==> src/hdl/mexp_pkg.sv <==
// package for the modular exponentiation unit: word width, register indexes, states
// no dependencies
`default_nettype none
package mexp_pkg;
  localparam int WordBits = 32;
  localparam int CntBits  = $clog2(WordBits);
  typedef logic [WordBits-1:0] word_t;
  typedef logic [CntBits-1:0]  cnt_t;

  localparam logic RegModulus  = 1'b0;
  localparam logic RegExponent = 1'b1;

  typedef enum logic [2:0] {
    ST_IDLE, ST_REDUCE, ST_SQUARE, ST_MULT, ST_DONE
  } state_t;

  // launch control of the shared modular multiplier
  typedef struct packed {
    logic start;   // load operands
    logic bypass;  // modulus zero: wrap to word width
  } mm_ctrl_t;
endpackage
`default_nettype wire

==> src/hdl/mexp_cell.sv <==
// one bit cell of the modular doubling and addition chain
// depends on mexp_pkg
`default_nettype none
module mexp_cell
  import mexp_pkg::*;
(
  input  wire logic r_in,
  input  wire logic a_in,
  input  wire logic m_in,
  input  wire logic c_in,  // carry of r+a (sum chain)
  input  wire logic b_in,  // borrow of sum-m chain
  output logic      s,
  output logic      c_out,
  output logic      d,
  output logic      b_out
);
  // full add of the partial value and the addend
  assign s     = r_in ^ a_in ^ c_in;
  assign c_out = (r_in & a_in) | (c_in & (r_in ^ a_in));
  // full subtract of the modulus
  assign d     = s ^ m_in ^ b_in;
  assign b_out = (~s & m_in) | (~(s ^ m_in) & b_in);
endmodule
`default_nettype wire

==> src/hdl/mexp_mulmod.sv <==
// bit-serial modular multiplier built from a row of cells, one multiplier bit a step
// depends on mexp_pkg and mexp_cell
`default_nettype none
module mexp_mulmod
  import mexp_pkg::*;
(
  input  wire logic     clk,
  input  wire logic     rst,
  input  wire mm_ctrl_t ctrl,
  input  wire word_t    a,
  input  wire word_t    b,
  input  wire word_t    m,
  output logic          busy,
  output logic          done,
  output word_t         p
);
  word_t        r, r_next, bq;
  logic [WordBits:0] rdbl;
  cnt_t         cnt;
  logic         bypass;
  logic [2*WordBits-1:0] wide;

  // step 1: r = 2r mod m; step 2 (next phase): add a when bit set, via cells
  // split into two half-steps using a phase bit to keep one add and compare per cycle
  logic phase;
  word_t addend;
  logic [WordBits:0] carry, borrow;
  logic [WordBits:0] sum_w, dif_w;
  word_t r_src;

  assign r_src  = r;
  assign addend = phase ? (bq[WordBits-1] ? a : '0) : r;
  assign carry[0]  = 1'b0;
  assign borrow[0] = 1'b0;
  genvar i;
  generate
    for (i = 0; i < WordBits; i++) begin : g_row
      mexp_cell u_cell (
        .r_in(r_src[i]), .a_in(addend[i]), .m_in(m[i]),
        .c_in(carry[i]), .b_in(borrow[i]),
        .s(sum_w[i]), .c_out(carry[i+1]), .d(dif_w[i]), .b_out(borrow[i+1])
      );
    end
  endgenerate
  assign sum_w[WordBits] = carry[WordBits];
  assign dif_w[WordBits] = 1'b0;
  // reduce: subtract when sum is not below m
  assign rdbl   = {1'b0, sum_w[WordBits-1:0]};
  assign r_next = (carry[WordBits] || !borrow[WordBits]) ? dif_w[WordBits-1:0]
                                                         : sum_w[WordBits-1:0];
  assign wide = a * b;

  // sequencer
  always_ff @(posedge clk) begin
    if (rst) begin
      busy <= 1'b0;
      done <= 1'b0;
    end else begin
      done <= 1'b0;
      if (ctrl.start) begin
        busy   <= 1'b1;
        bypass <= ctrl.bypass;
        r      <= '0;
        bq     <= b;
        cnt    <= '0;
        phase  <= 1'b0;
        p      <= wide[WordBits-1:0];
      end else if (busy) begin
        if (bypass) begin
          busy <= 1'b0;
          done <= 1'b1;
        end else begin
          r     <= r_next;
          phase <= ~phase;
          if (phase) begin
            bq  <= bq << 1;
            cnt <= cnt + 1'b1;
            if (cnt == cnt_t'(WordBits-1)) begin
              busy <= 1'b0;
              done <= 1'b1;
              p    <= r_next;
            end
          end
        end
      end
    end
  end
  logic unused;
  assign unused = ^{rdbl, sum_w[WordBits], dif_w[WordBits], wide[2*WordBits-1:WordBits]};
endmodule
`default_nettype wire

==> src/hdl/modular_exponentiation_unit.sv <==
// top level of the modular exponentiation unit: registers, square-and-multiply sequencer
// depends on mexp_pkg and mexp_mulmod
// One word is raised to the exponent register mod the modulus register and one result word
// returns per message. Exponent 0 or 1 passes the message through. Otherwise 32 squarings
// and one multiply per set exponent bit run on one shared bit-serial multiplier built as a
// row of 32 cells. Modulus zero wraps products to the word width. Results wait in an output
// register, and no new message is taken while a result is pending.
`default_nettype none
module modular_exponentiation_unit
  import mexp_pkg::*;
(
  input  wire logic  clk,
  input  wire logic  rst,
  input  wire logic  cfg_we,
  input  wire logic  cfg_index,
  input  wire word_t cfg_data,
  input  wire logic  message_valid,
  output logic       message_ready,
  input  wire word_t message,
  output logic       result_valid,
  input  wire logic  result_ready,
  output word_t      result
);
  word_t    modulus, exponent, base, acc, ebits, msg;
  state_t   state, state_next;
  cnt_t     bit_cnt;
  mm_ctrl_t mctrl;
  word_t    ma, mb;
  logic     mbusy, mdone;
  word_t    mp;

  // configuration registers
  always_ff @(posedge clk) begin
    if (rst) begin
      modulus  <= word_t'(1);
      exponent <= word_t'(1);
    end else if (cfg_we) begin
      unique case (cfg_index)
        RegModulus:  modulus  <= cfg_data;
        RegExponent: exponent <= cfg_data;
        default: ;
      endcase
    end
  end

  mexp_mulmod u_mul (
    .clk(clk), .rst(rst), .ctrl(mctrl), .a(ma), .b(mb), .m(modulus),
    .busy(mbusy), .done(mdone), .p(mp)
  );

  assign message_ready = (state == ST_IDLE) && !result_valid;

  // state register
  always_ff @(posedge clk) begin
    if (rst) state <= ST_IDLE;
    else     state <= state_next;
  end

  // next state and multiplier launch
  always_comb begin
    state_next   = state;
    mctrl.start  = 1'b0;
    mctrl.bypass = (modulus == '0);
    ma = acc;
    mb = acc;
    unique case (state)
      ST_IDLE:   if (message_valid && message_ready)
                   state_next = (exponent < word_t'(2)) ? ST_DONE : ST_REDUCE;
      ST_REDUCE: begin
        // base = (1 mod m) * msg, msg fed as the multiplier bits so it is fully reduced
        ma = acc; mb = msg;
        if (!mbusy && !mdone) mctrl.start = 1'b1;
        if (mdone) state_next = ST_SQUARE;
      end
      ST_SQUARE: begin
        if (!mbusy && !mdone) mctrl.start = 1'b1;
        if (mdone) state_next = ebits[WordBits-1] ? ST_MULT :
                                (bit_cnt == cnt_t'(WordBits-1)) ? ST_DONE : ST_SQUARE;
      end
      ST_MULT: begin
        ma = acc; mb = base;
        if (!mbusy && !mdone) mctrl.start = 1'b1;
        if (mdone) state_next = (bit_cnt == cnt_t'(WordBits-1)) ? ST_DONE : ST_SQUARE;
      end
      ST_DONE:   state_next = ST_IDLE;
      default:   state_next = ST_IDLE;
    endcase
  end

  // datapath registers
  always_ff @(posedge clk) begin
    if (rst) begin
      result_valid <= 1'b0;
    end else begin
      if (result_valid && result_ready) result_valid <= 1'b0;
      unique case (state)
        ST_IDLE: if (message_valid && message_ready) begin
          msg     <= message;
          ebits   <= exponent;
          bit_cnt <= '0;
          acc     <= (modulus == word_t'(1)) ? '0 : word_t'(1);
        end
        ST_REDUCE: if (mdone) base <= mp;
        ST_SQUARE: if (mdone) begin
          acc <= mp;
          if (!ebits[WordBits-1]) begin
            ebits   <= ebits << 1;
            bit_cnt <= bit_cnt + 1'b1;
          end
        end
        ST_MULT: if (mdone) begin
          acc     <= mp;
          ebits   <= ebits << 1;
          bit_cnt <= bit_cnt + 1'b1;
        end
        ST_DONE: begin
          result_valid <= 1'b1;
          result       <= (exponent < word_t'(2)) ? msg : acc;
        end
        default: ;
      endcase
    end
  end

  // no new word taken while a result is pending
  assert property (@(posedge clk) disable iff (rst) result_valid |-> !message_ready)
    else $error("message taken with result pending");
  // result only follows the done state
  assert property (@(posedge clk) disable iff (rst) $rose(result_valid) |-> $past(state == ST_DONE))
    else $error("result without completion");
  // multiplier never launched while busy
  assert property (@(posedge clk) disable iff (rst) mctrl.start |-> !mbusy)
    else $error("multiplier restarted while busy");
endmodule
`default_nettype wire
==> config.mk <==
export PLATFORM = sky130hd
export DESIGN_NAME = modular_exponentiation_unit
export DESIGN_NICKNAME = d
export VERILOG_FILES = /design/src/hdl/mexp_pkg.sv /design/src/hdl/mexp_cell.sv /design/src/hdl/mexp_mulmod.sv /design/src/hdl/modular_exponentiation_unit.sv
export SDC_FILE = /design/constraint.sdc
export NUM_CORES = 2
export LEC_CHECK = 0
export BUFFER_PORTS_ARGS = -buffer_cell sky130_fd_sc_hd__buf_2
export CAP_MARGIN = 20
export CORE_MARGIN = 2
export CORE_UTILIZATION = 45
export CTS_CLUSTER_DIAMETER = 60
export DETAILED_ROUTE_END_ITERATION = 16
export GPL_ROUTABILITY_DRIVEN = 0
export GPL_TIMING_DRIVEN = 0
export SYNTH_ARGS = -nofsm -noshare
export SYNTH_HDL_FRONTEND = slang
export SYNTH_SLANG_ARGS = --single-unit
==> constraint.sdc <==
create_clock -name clk -period 18.58 [get_ports clk]
set_clock_uncertainty 0.2 [all_clocks]
set_input_delay 2.787 -clock clk [delete_from_list [all_inputs] [get_ports clk]]
set_output_delay 2.787 -clock clk [all_outputs]
set_load 0.05 [all_outputs]
---- Word-level counts from Yosys, hierarchy flattened ----
Cells that the tools add are included.
operators by class
  reduce and logical (&&, ||, !) cells .... 33
  multiply operators ...................... 1
  add/subtract/negate cells ............... 2
  $lt $le $gt $ge ......................... 1
  bitwise logic cells ..................... 381
  equal/unequal tests ..................... 14
  muxes and demuxes ....................... 55
operators by type and width
  cell                   number
  $mux W32               21
  $pmux W32 S2           2
  $and A1 B1 Y1          126
  $xor A1 B1 Y1          126
  $pmux W32 S3           1
  $not A1 Y1             67
  $or A1 B1 Y1           62
  $mux W5                7
  $eq A32 B1 Y1 const B  1
  $logic_not A32 Y1      1
  $lt A32 B2 Y1 const B  1
  $mul A32 B32 Y32       1
  $mux W3                7
  $mux W1                15
  $pmux W5 S3            1
  $pmux W3 S4            1
  $reduce_and A4 Y1      3
  $add A5 B1 Y5 const B  2
  $eq A5 B5 Y1 const B   2
  $ne A2 B1 Y1 const B   5
  $reduce_and A5 Y1      2
  $reduce_bool A2 Y1     5
  $reduce_and A3 Y1      3
  $reduce_and A2 Y1      4
  12 further kinds       21
word-level totals
  output and inout port bits .............. 34
  bits of input ports ..................... 70
  word-level logic and storage cells ...... 506
  register bits after elaboration ......... 338

---- Depth between registers and ports, before layout ----
  word-level depth ........................ 76
  gate-level depth with buffers ........... 48
  gate-level depth less buffers ........... 45

---- Hierarchy ----
A second synthesis with hierarchy kept.
unflattened totals
  cell total of the unflattened synthesis .. 3,053
  area total of the unflattened synthesis .. 31,507.7 um^2
modules (own cells, without submodules)
  module                       instances  area an instance (um^2)  cells each
  mexp_mulmod                  1          20,644.8                 2,159
  modular_exponentiation_unit  1          9,221.3                  734
  mexp_cell                    32         51.3                     5

---- Least setup slack after synthesis ----
OpenSTA, ideal clock, no wires.
  path kind ............................... reg-to-reg
  start point ............................. reg u_mul.bq[31]
  end point ............................... reg u_mul.p[10], data pin
  slack ................................... 2,206 ps
  period minus slack after synthesis ...... 16,374 ps
  arrival ................................. 15,902 ps
  data required time ...................... 18,108 ps
  stages on the path, launching flop included .. 46
  library setup time ...................... 272 ps
  cells stage by stage .................... edfxtp_1 and2_1 clkbuf_1 clkbuf_1 nand2_1 o21ai_0 ha_1 inv_1 fa_1 inv_1 fa_1 fa_1 fa_1 fa_1 fa_1 fa_1 fa_1 fa_1 [10 not listed] fa_1 fa_1 fa_1 fa_1 fa_1 fa_1 fa_1 fa_1 fa_1 fa_1 fa_1 fa_1 fa_1 nor2b_1 clkbuf_1 clkbuf_1 mux2i_1 a21oi_1
on the way
  word-level cells in the longest chain between the ends .. 76
  elaborated cells on any way between the ends .. 356
  those cells by class .................... mux: 8; bitwise: 346; reduce/logical: 2
RTL lines
  what                                                         RTL line                          source
  start, declared                                              mexp_mulmod.sv:17                 word_t r, r_next, bq;
  start signal, assigned                                       mexp_mulmod.sv:76                 bq <= bq << 1;
  $mux W32 (*) (2 in a row)                                    mexp_mulmod.sv:32                 assign addend = phase ? (bq[WordBits-1] ? a : '0) : r;
  $and A1 B1 Y1 or $xor A1 B1 Y1 (tied branches) (2 in a row)  mexp_cell.sv:19, mexp_cell.sv:18
  $or A1 B1 Y1 or $xor A1 B1 Y1 (tied branches)                mexp_cell.sv:19, mexp_cell.sv:22
  $and A1 B1 Y1 (tied with other cells)                        mexp_cell.sv:19                   assign c_out = (r_in & a_in) | (c_in & (r_in ^ a_in));
  $or A1 B1 Y1 (tied with other cells)                         mexp_cell.sv:19
  $and A1 B1 Y1 (tied with other cells)                        mexp_cell.sv:19
  $or A1 B1 Y1 (tied with other cells)                         mexp_cell.sv:19
  $and A1 B1 Y1 (tied with other cells)                        mexp_cell.sv:19
  [58 not listed]                                              -
  $logic_not A1 Y1                                             mexp_mulmod.sv:49                 assign r_next = (carry[WordBits] || !borrow[WordBits]) ? dif_w[WordBits-1:0]
  $logic_or A1 B1 Y1                                           mexp_mulmod.sv:49
  $mux W32 (*)                                                 mexp_mulmod.sv:49
  $mux W32 (*)                                                 mexp_mulmod.sv:78                 if (cnt == cnt_t'(WordBits-1)) begin
  $mux W32 (*)                                                 mexp_mulmod.sv:75                 if (phase) begin
  $mux W32 (*)                                                 mexp_mulmod.sv:69                 if (bypass) begin
  $mux W32 (*)                                                 mexp_mulmod.sv:68                 end else if (busy) begin
  $mux W32 (*)                                                 mexp_mulmod.sv:60                 if (ctrl.start) begin
  end signal, assigned                                         mexp_mulmod.sv:67                 p <= wide[WordBits-1:0];
  end signal, assigned                                         mexp_mulmod.sv:81                 p <= r_next;
  end, declared                                                mexp_mulmod.sv:15                 output word_t p
Every way passes the cells marked *; elsewhere a longest branch is shown, timed or not. The select of a mux whose other input is x is not followed.
A chain may end at the register's enable or synchronous reset.

---- Worst setup path after layout ----
  start point ............................. reg u_mul.bq[31]
  end point ............................... reg u_mul.p[5], data pin
on the way
  word-level cells in the longest chain between the ends .. 76
  elaborated cells on any way between the ends .. 356
  those cells by class .................... mux: 8; bitwise: 346; reduce/logical: 2
RTL lines
  what                                                         RTL line
  $mux W32 (*) (2 in a row)                                    mexp_mulmod.sv:32
  $and A1 B1 Y1 or $xor A1 B1 Y1 (tied branches) (2 in a row)  mexp_cell.sv:19, mexp_cell.sv:18
  $or A1 B1 Y1 or $xor A1 B1 Y1 (tied branches)                mexp_cell.sv:19, mexp_cell.sv:22
  $and A1 B1 Y1 (tied with other cells)                        mexp_cell.sv:19
  $or A1 B1 Y1 (tied with other cells)                         mexp_cell.sv:19
  $and A1 B1 Y1 (tied with other cells)                        mexp_cell.sv:19
  $or A1 B1 Y1 (tied with other cells)                         mexp_cell.sv:19
  $and A1 B1 Y1 (tied with other cells)                        mexp_cell.sv:19
  [58 not listed]                                              -
  $logic_not A1 Y1                                             mexp_mulmod.sv:49
  $logic_or A1 B1 Y1                                           mexp_mulmod.sv:49
  $mux W32 (*)                                                 mexp_mulmod.sv:49
  $mux W32 (*)                                                 mexp_mulmod.sv:78
  $mux W32 (*)                                                 mexp_mulmod.sv:75
  $mux W32 (*)                                                 mexp_mulmod.sv:69
  $mux W32 (*)                                                 mexp_mulmod.sv:68
  $mux W32 (*)                                                 mexp_mulmod.sv:60
Marked as above.

==> run summary <==
Outcome -> finished, final reports clean
Effective utilization at floorplan -> 45.3%
Slew margin rel. -> 19.2%
GRT Total Usage -> 28.6%
Die Ht -> 269 um
Core Area -> 69700 um^2
Die ar. -> 72200 um^2
Synth async-reset ratio -> 0%
Hpwl dp -> 80000 um
Crit-path max FO -> 10
Final hold vios -> 0
Final min period -> 17.84 ns
Compound-Gate Fraction of Synth Area -> 6.01%
Adder-cell share of the synthesized area -> 34.9%
Syn Inst Count -> 3168
Total gr overflow -> 0
Mean Syn Cell Area -> 9.96 um^2
Clk_lat worst skew -> 0.54 ns
Pin count of the biggest net entering global routing -> 37
CP most frequent cell -> fa_1
Die width -> 269 um
CTS tree -> yes
Clk buf depth -> 3
Seq/Total Area, Yosys -> 30.0%
Post-synth EDFFs -> 268
XOR/XNOR share of the synthesized area -> 2.50%
Share of layout cells above drive strength 1 -> 7.92%
Initial drt markers -> 2140
IO Port Bufs -> 102
Unrepaired setup endpoints after global routing -> false
Drt first pass iters -> 8
Num ports -> 104
Fraction of synthesized area in multiplexers -> 3.48%
Routed WL -> 101000 um
CTS Buf Count -> 34
Synth-to-layout area growth -> 10.0%
Worst-Margin Slew -> 1.21 ns
Synth top area share -> 29.8%
Cell type with the largest total area after synthesis -> fa_1
Tightest Hold Check Type -> flip-flop to flip-flop
Critical path's slowest cell -> edfxtp_1
Initial antenna violation count -> 10
Nets@finish -> 4001
Sink Count -> 338
Remaining antenna violation count -> 0
Rows -> 97
H-tree depth -> 2
Residual DRC count -> 0
Area share of and/or/nand/nor cells after synthesis -> 13.5%
Drt via density -> 5.33
Clock Pin Slew Worst Setup and Hold Paths -> 0.07 ns
Setup crit start kind -> flip-flop
Final core occ -> 49.8%
#FFs+latches synth -> 338
Max Cap Violations -> 0
Critical Path RT -> 18.66 ns
Final period util -> 96.0%
Yosys warning count -> 0
Dominant synthesized flop cell -> edfxtp_1
Drt wl/cell -> 23.4 um
Critical Path End Type -> flip-flop
Vias post-DR -> 22900
Root Buffer -> clkbuf_16
Combinational family with the most area after synthesis -> adder cells
Global-route wire length before repair -> 150000 um
Synth area leaders -> fa_1 30%, edfxtp_1 26%, nand2_1 8.0%
Final Setup Violations -> 0
Vias in the first global route -> 23400
Fillers -> 6638
Crit Path Class -> flip-flop to flip-flop
Distinct cell type count after synthesis -> 71
Final number of max-transition violations -> 0
Post-synth net total -> 3837
Crit path arrival time -> 17.92 ns
PnR worst setup slack -> 0.744 ns
Worst slack, placed -> 0.181 ns
Mapped Area -> 31500 um^2
Fmax -> 56.1 MHz
CP max stage delay -> 0.63 ns
[flip-flops by register name (all words and copies together), names as in the netlist]
register,cells
msg,32
u_mul.cnt,5
u_mul.phase,1
base,32
ebits,32
result,32
bit_cnt,5
u_mul.r,32
u_mul.done,1
u_mul.bq,32
state,3
result_valid,1
exponent,32
modulus,32
u_mul.p,32
u_mul.bypass,1
u_mul.busy,1
acc,32
[cell usage after synthesis, drive strengths merged, types with 61 or more instances]
master,number
edfxtp,268
and2,123
dfxtp,70
nor2,62
a21oi,114
clkbuf,161
fa,470
inv,598
o21ai,61
xnor2,61
mux2,67
nand2,675
ha,129
[worst paths after layout]
kind	depth (start not counted)	endpoint	startpoint	slack [ns]
worst max-delay path	45	u_mul.p[5]	u_mul.bq[31]	0.74
worst min-delay path	0	base[28]	u_mul.p[28]	0.23
worst max register to register	45	u_mul.p[5]	u_mul.bq[31]	0.74
worst min register to register	0	base[28]	u_mul.p[28]	0.23
[repair_timing]
item,in CTS,in global routing
hold buffers,0,0
hold endpoints to repair,0,0
resized for setup,0,6
setup endpoints to repair,0,33
buffers inserted,0,0
[critical path: cells and delay by family, from the launching register on]
kind / cells / cell delay [ns]
multiplexers: 1 / 0.17
AND/OR/NAND/NOR: 3 / 0.39
adder cells (fa/ha/maj): 33 / 14.04
AO/OA/AOI/OAI: 2 / 0.56
flip-flops: 1 / 0.63
buffers and inverters: 6 / 1.57
[routing by layer]
layer | global-route usage [%] | wire length, um
met1 | 39.4 | 41300
met2 | 45.6 | 46000
met3 | 4.29 | 8620
met4 | 11.5 | 4520
met5 | 0 | 21
[kinds of logic (layout without fill, tap and decap cells)]
group	count (synthesis)	in the layout
simple gates	979	979
buf+inv	779	969
fa+ha+maj	599	599
flops	338	338
compound gates	300	300
mux	92	92
xor+xnor	81	81
other cells	0	2
[through the flow]
stage               instances  cell area [um^2]  hold slack, ns  TNS, ns
finish                   4300             34700           0.235        0
global route             4298             34700           0.245        0
CTS                      4295             34700           0.237        0
detailed placement       4233             33600           0.226        0
global placement         4210             33200           0.221   -0.274
floorplan                3168             31500           0.217        0
[layout make-up]
type                    count  area [um^2]  share of cell area [%]
clock buffers              46          937                    2.70
inverters                 599         2250                    6.48
repair buffers            128          840                    2.42
plain buffers             180          773                    2.23
flip-flops and latches    338         9450                    27.2
diodes                      2         5.00                  0.0144
well taps                 940         1180                    3.39
multi-input cells        2051        19100                    55.2
clock inverters            16          120                   0.346
[placed cells by master (no fill, tap or decap), types with 36 or more instances in the layout]
| cell | netlist | final |
|---|---|---|
| inv_1 | 597 | 597 |
| nor2_1 | 62 | 61 |
| ha_1 | 129 | 129 |
| dfxtp_1 | 70 | 70 |
| fa_1 | 470 | 470 |
| a21o_1 | 39 | 39 |
| mux2_2 | 36 | 36 |
| xnor2_1 | 61 | 61 |
| a21oi_1 | 114 | 114 |
| nand2_1 | 673 | 673 |
| o21ai_0 | 58 | 58 |
| edfxtp_1 | 268 | 268 |
| and2_1 | 123 | 123 |
| buf_2 | 3 | 105 |
| clkbuf_1 | 161 | 166 |
Power is not shown: default switching activity piles up to over one toggle a cycle in this logic, so the estimate is an artifact.
